**config.mk**
```make
export PLATFORM = sky130hd
export DESIGN_NAME = lnorm_div
export DESIGN_NICKNAME = d
export VERILOG_FILES = /design/src/lnorm_pkg.sv /design/src/lnorm_div.sv
export SDC_FILE = /design/constraint.sdc
export NUM_CORES = 1
export LEC_CHECK = 0
export BUFFER_PORTS_ARGS = -buffer_cell sky130_fd_sc_hd__buf_2
export CAP_MARGIN = 0
export CORE_MARGIN = 2
export CORE_UTILIZATION = 30
export CTS_CLUSTER_DIAMETER = 50
export DETAILED_ROUTE_END_ITERATION = 10
export RECOVER_POWER = 100
export SLEW_MARGIN = 20
export SYNTH_ARGS = -nofsm -noshare
export SYNTH_HDL_FRONTEND = slang
export SYNTH_SLANG_ARGS = --single-unit
```
**constraint.sdc**
```tcl
create_clock -name clk -period 7.6 [get_ports clk]
set_input_delay 0.76 -clock clk [delete_from_list [all_inputs] [get_ports clk]]
set_output_delay 0.76 -clock clk [all_outputs]
set_load 0.01 [all_outputs]
```
**src/lnorm_pkg.sv**
```systemverilog
// Shared types and constants for the layer normalization engine.
package lnorm_pkg;

  localparam int SAMPLE_W  = 16;
  localparam int LEN_W     = 12;
  localparam int EPS_W     = 16;
  localparam int SUM_W     = 28;
  localparam int MEAN_W    = 17;
  localparam int DIFF_W    = 18;
  localparam int SQ_W      = 33;
  localparam int ACC_W     = 44;
  localparam int INV_W     = 32;
  localparam int DVD_W     = 64;
  localparam int DVR_W     = 33;
  localparam int CFG_IDX_W = 2;

  localparam logic [CFG_IDX_W-1:0] CFG_LENGTH  = 2'd0;
  localparam logic [CFG_IDX_W-1:0] CFG_EPSILON = 2'd1;

  localparam logic OP_LOAD = 1'b0;
  localparam logic OP_EMIT = 1'b1;

  localparam logic STATUS_OK        = 1'b0;
  localparam logic STATUS_NOT_READY = 1'b1;

  typedef enum logic [3:0] {
    S_IDLE,
    S_MEAN_GO,
    S_MEAN_WAIT,
    S_VAR_WALK,
    S_VAR_GO,
    S_VAR_WAIT,
    S_INV_GO,
    S_INV_WAIT,
    S_ROOT,
    S_EMIT_RD,
    S_EMIT_MUL,
    S_EMIT_NORM,
    S_EMIT_OUT
  } state_t;

endpackage

```
**src/lnorm_div.sv**
```systemverilog
// Restoring divider, one quotient bit per cycle.
module lnorm_div (
  input  logic                        clk,
  input  logic                        rst,
  input  logic                        go,
  input  logic [lnorm_pkg::DVD_W-1:0] dividend,
  input  logic [lnorm_pkg::DVR_W-1:0] divisor,
  output logic                        done,
  output logic [lnorm_pkg::DVD_W-1:0] quotient
);
  import lnorm_pkg::*;

  localparam int CNT_W = $clog2(DVD_W) + 1;

  logic [DVR_W-1:0] dvr;
  logic [DVR_W-1:0] rem;
  logic [DVR_W:0]   rem_sh;
  logic             ge;
  logic [CNT_W-1:0] cnt;
  logic             running;

  assign rem_sh = {rem, quotient[DVD_W-1]};
  assign ge     = rem_sh >= {1'b0, dvr};

  always_ff @(posedge clk) begin
    if (rst) begin
      running <= 1'b0;
      done    <= 1'b0;
      cnt     <= '0;
    end else begin
      done <= 1'b0;
      if (go) begin
        running <= 1'b1;
        cnt     <= CNT_W'(DVD_W);
      end else if (running) begin
        cnt <= cnt - 1'b1;
        if (cnt == CNT_W'(1)) begin
          running <= 1'b0;
          done    <= 1'b1;
        end
      end
    end
  end

  always_ff @(posedge clk) begin
    if (go) begin
      dvr      <= divisor;
      rem      <= '0;
      quotient <= dividend;
    end else if (running) begin
      rem      <= ge ? DVR_W'(rem_sh - {1'b0, dvr}) : rem_sh[DVR_W-1:0];
      quotient <= {quotient[DVD_W-2:0], ge};
    end
  end

endmodule
```
Word level (Yosys, flattened, before mapping)
Index checks and enable logic that the tools add are counted.
{"block": "word_totals", "ff_bits": 139, "input_bits": 100, "out_inout_bits": 65}
{"block": "op_classes", "add_sub_neg": 2, "order_cmp": 1, "n_eq_ne": 1, "mux": 9, "n_bitwise": 1, "n_reduce_logical": 3}
{"cell": "$mux 64", "count": 2}
{"cell": "$ge 34x33->1", "count": 1}
{"cell": "$mux 33", "count": 1}
{"cell": "$sub 33x33->33", "count": 1}
{"cell": "$mux 7", "count": 2}
{"cell": "$eq 7x1->1 const B", "count": 1}
{"cell": "$sub 7x1->7 const B", "count": 1}
{"cell": "$mux 1", "count": 4}
{"cell": "$reduce_or 3->1", "count": 1}
{"cell": "$reduce_bool 2->1", "count": 1}
{"cell": "$reduce_or 2->1", "count": 1}
{"cell": "$not 1->1", "count": 1}

Logic depth before layout (Yosys ltp)
{"block": "logic_depth", "ltp_word": 4, "ltp_mapped": 15, "mapped_depth_nobuf": 13}

Worst setup path after synthesis
No wires, ideal clock.
{"block": "synth_timing", "kind": "reg2reg", "from": "register quotient[63] (netlist bit)", "to": "register rem[18]", "t_arrival_ns": 2.829, "slack_ns": 4.637, "stages_incl_launch_ff": 16, "path_buffers": 2, "synth_period_minus_slack_ns": 2.963, "path_cell_list": "edfxtp_1 -> inv_1 -> ha_1 -> inv_1 -> fa_1 -> a211oi_2 -> o211ai_1 -> nand2_1 -> o22ai_1 -> a211o_2 -> a31oi_4 -> buf_6 -> buf_6 -> nor2_1 -> a211oi_1 -> nor3_1"}
{"block": "synth_between", "elab_chain_len": 2}
{"item": "start: declaration", "line": "lnorm_div.sv:9", "text": "output logic [lnorm_pkg::DVD_W-1:0] quotient"}
{"item": "start signal: assignment", "line": "lnorm_div.sv:49", "text": "quotient <= dividend;"}
{"item": "start signal: assignment", "line": "lnorm_div.sv:52", "text": "quotient <= {quotient[DVD_W-2:0], ge};"}
{"item": "$sub 33x33->33 or $ge 34x33->1 (tied branches)", "line": "lnorm_div.sv:51, lnorm_div.sv:23"}
{"item": "$mux 33 (*)", "line": "lnorm_div.sv:51", "text": "rem <= ge ? DVR_W'(rem_sh - {1'b0, dvr}) : rem_sh[DVR_W-1:0];"}
{"item": "end signal: assignment", "line": "lnorm_div.sv:51"}
{"item": "end: declaration", "line": "lnorm_div.sv:16", "text": "logic [DVR_W-1:0] rem;"}
Mark *: on every way between the ends. The rest lies on a longest branch, timed or not.
A chain may end at the register's enable or synchronous reset.

Worst setup path in the final report
{"block": "layout_timing", "from": "input go", "to": "register quotient[55] (netlist bit) (enable)"}
{"block": "layout_between", "elab_chain_len": 1}
{"item": "start: declaration", "line": "lnorm_div.sv:5", "text": "input logic go,"}
{"item": "$reduce_bool 2->1 (no source line)"}
No other way between the ends.

==> metrics.yaml <==
place:
  placedInstanceArea_um2: 8640
  hpwl_um: 13500
  port_buffers: 164
  gp_congestion: 0.848
logic_synthesis:
  ys_seq_area_share_pct: 49.9
  yosys_warnings: 0
  synth_top_area_share_pct: 38.7
  syn-mean-instance-area_um2: 10.9
  synthCells: 688
  synth-edff-count: 97
  synth.distinct_cells: 57
  synth_async_sr_flop_share_pct: 0
  synth_fp_nets: 824
  synth_area_leaders: "edfxtp_1, dfxtp_1, mux2_2, ha_1, nor2_1"
  synthFlopType: "edfxtp_1"
  yosysTopAreaCell: "edfxtp_1"
  synth-seq-cells: 139
  syn_area_um2: 7520
flow_run:
  max_cap_viol_count: 4
clocking:
  worstSkewPairLatency_ns: 0.43
  cts_sinks: 139
  cts_resized: 0
  path_clk_slew_ns: 0.06
  cts_hold_buf: 0
  cts_buffers: 17
  clock_path_buffers: 2
  cts_tree: "built"
  cts-root-buf: "clkbuf_16"
  h-tree-depth: 4
  cts_setup_buffers: 0
die:
  dieArea_um2: 26400
  die_w_um: 162
  die_h_um: 162
  ioPinCount: 165
  rows: 57
  start_util_pct: 30.8
  core_um2: 24500
timing:
  tns_ns: 0
  max_freq_mhz: 200
  drv_slew: 189
  fin_crit_sh_pct: 65.9
  rsz0062_at_grt: "false"
  fin_skew_ns: 0.0121
  setup_viol: 0
  max_slew.worst_pin.slew_ns: 2.91
  hold_viol: 0
  maxSlewHeadroom_pct: -94.3
  fin_crit_ns: 5.01
global_route:
  grt_pass1_vias: 5746
  grt_pass1_wl_um: 30500
  grt_start_max_net_pins: 65
  met1_usage_pct: 19.4
  grt-ovfl-total: 0
  track_usage_pct: 14.8
  use_met2_pct: 23.1
  met3_usage_pct: 5.30
  top_usage_layer: "met2"
  antenna_found_initial: 1
drt:
  wl_um: 19000
  drt_pass1_iterations: 5
  vias: 5705
  routed_via_density: 4.83
  postRouteAntennaNets: 0
  drtIter0Drc: 344
  drt-wirelength-per-cell_um: 16.1
  drc: 0
setup_path:
  required_ns: 7.66
  path_class: "input pin to flip-flop"
  cp-end-kind: "flip-flop"
  start_kind: "input pin"
  crit_arrival_ns: 5.07
  cp_max_fo: 64
hold_path:
  hp-class: "flip-flop to flip-flop"
layout:
  fin_nets: 981
  drive_above_1_share_pct: 23.9
  utilization_pct: 37.3
  fin_area_um2: 9130
  antenna_cells: 0
  fill_cells: 2447
  syn_to_final_growth_pct: 21.3
power:
  p_leak_nw: 3.72
  power_density_nw_per_um2: 241
  irDropWorstVdd_mv: 0.139
status:
  violations: "max-capacitance violations, max-slew violations"
  status: "finished with violations"
[worst paths after layout]
path             endpoint  startpoint  depth (start not counted)  slack [ns]
min                rem[2]      rem[2]                          2        0.48
min reg2reg        rem[2]      rem[2]                          2        0.48
max reg2reg  quotient[55]     running                          3        3.26
max          quotient[55]          go                          4        2.59
[flip-flops by register name, summed over array words and instances, names as in the netlist]
signal,count
done,1
quotient,64
rem,33
running,1
cnt,7
dvr,33
[worst max-delay path, stage by stage]
cell and delay [ns]:
clkbuf_1 2.01, clkinv_1 1.24, nand2_2 0.26, buf_4 0.68
[cells in the mapped netlist (3+ instances only)]
cell and number:
nand3_1 8, or3_1 4, and3_1 4, nand2_1 43, a21boi_0 3, xnor2_1 19
o211ai_1 12, nor3_1 17, ha_1 35, o21bai_1 3, dfxtp_1 42, nand2b_1 6
buf_6 3, a31oi_1 10, clkbuf_1 22, a21o_1 15, nor2_1 69, o211a_1 7
a21oi_1 42, mux2i_1 8, a211oi_1 28, edfxtp_1 97, inv_1 45, nand4_1 4
and2_1 3, xor2_1 13, mux2_2 68, o21ai_0 17
[cells by family (layout without fill, tap and decap cells)]
kind of cell    after synthesis  count (layout)  share of synthesized area, %
compound gates              156             156                          14.4
xor+xnor                     32              32                          3.72
fa+ha+maj                    36              36                          6.09
buf+inv                      77             246                          4.27
flops                       139             139                          49.9
mux                          76              76                          11.2
simple gates                172             172                          10.4
[cell usage in the layout (no fill, tap or decap), types with 10 or more instances in the layout]
cell and instances:
edfxtp_1 97, buf_2 96, clkbuf_1 70, nor2_1 69, mux2_2 64, inv_1 45, nand2_1 42, a21oi_1 42
dfxtp_1 42, ha_1 35, a211oi_1 28, xnor2_1 19, nor3_1 17, o21ai_0 17, clkbuf_16 17, a21o_1 15
xor2_1 13, o211ai_1 12, a31oi_1 10
[routing by layer]
metal  share of wire, %  routed length (µm)
met5              0.069                  13
met4                1.3                 246
met3                7.5                1430
met2                 45                8540
met1                 46                8740
[stage by stage]
step	hold WS (ns)	total power [mW]	setup WS, ns	std cells
3_5_place_dp	0.479	1.37	3.60	1150
5_1_grt	0.488	2.31	1.99	1181
4_1_cts	0.489	2.23	3.57	1181
3_3_place_gp	0.476	1.37	3.69	1150
6_report	0.483	2.20	2.59	1181
2_1_floorplan	0.455	1.23	4.64	688
[cell type report]
cell class	instances	area (µm²)	share of cell area, %
clock inverters	14	163	1.78
repair buffers	168	758	8.31
well taps	324	405	4.44
multi-input cells	472	3440	37.7
inverters	47	176	1.93
clock buffers	17	425	4.66
flip-flops and latches	139	3750	41.1
[power by group]
part | switching, mW | internal, mW | leakage (nW) | total [mW]
Sequential | 0.0455 | 0.891 | 1.31 | 0.937
Clock | 0.366 | 0.491 | 0.281 | 0.857
Combinational | 0.232 | 0.178 | 2.13 | 0.409
Total | 0.643 | 1.56 | 3.72 | 2.20
Note: power is estimated with default switching activity, not from simulation.
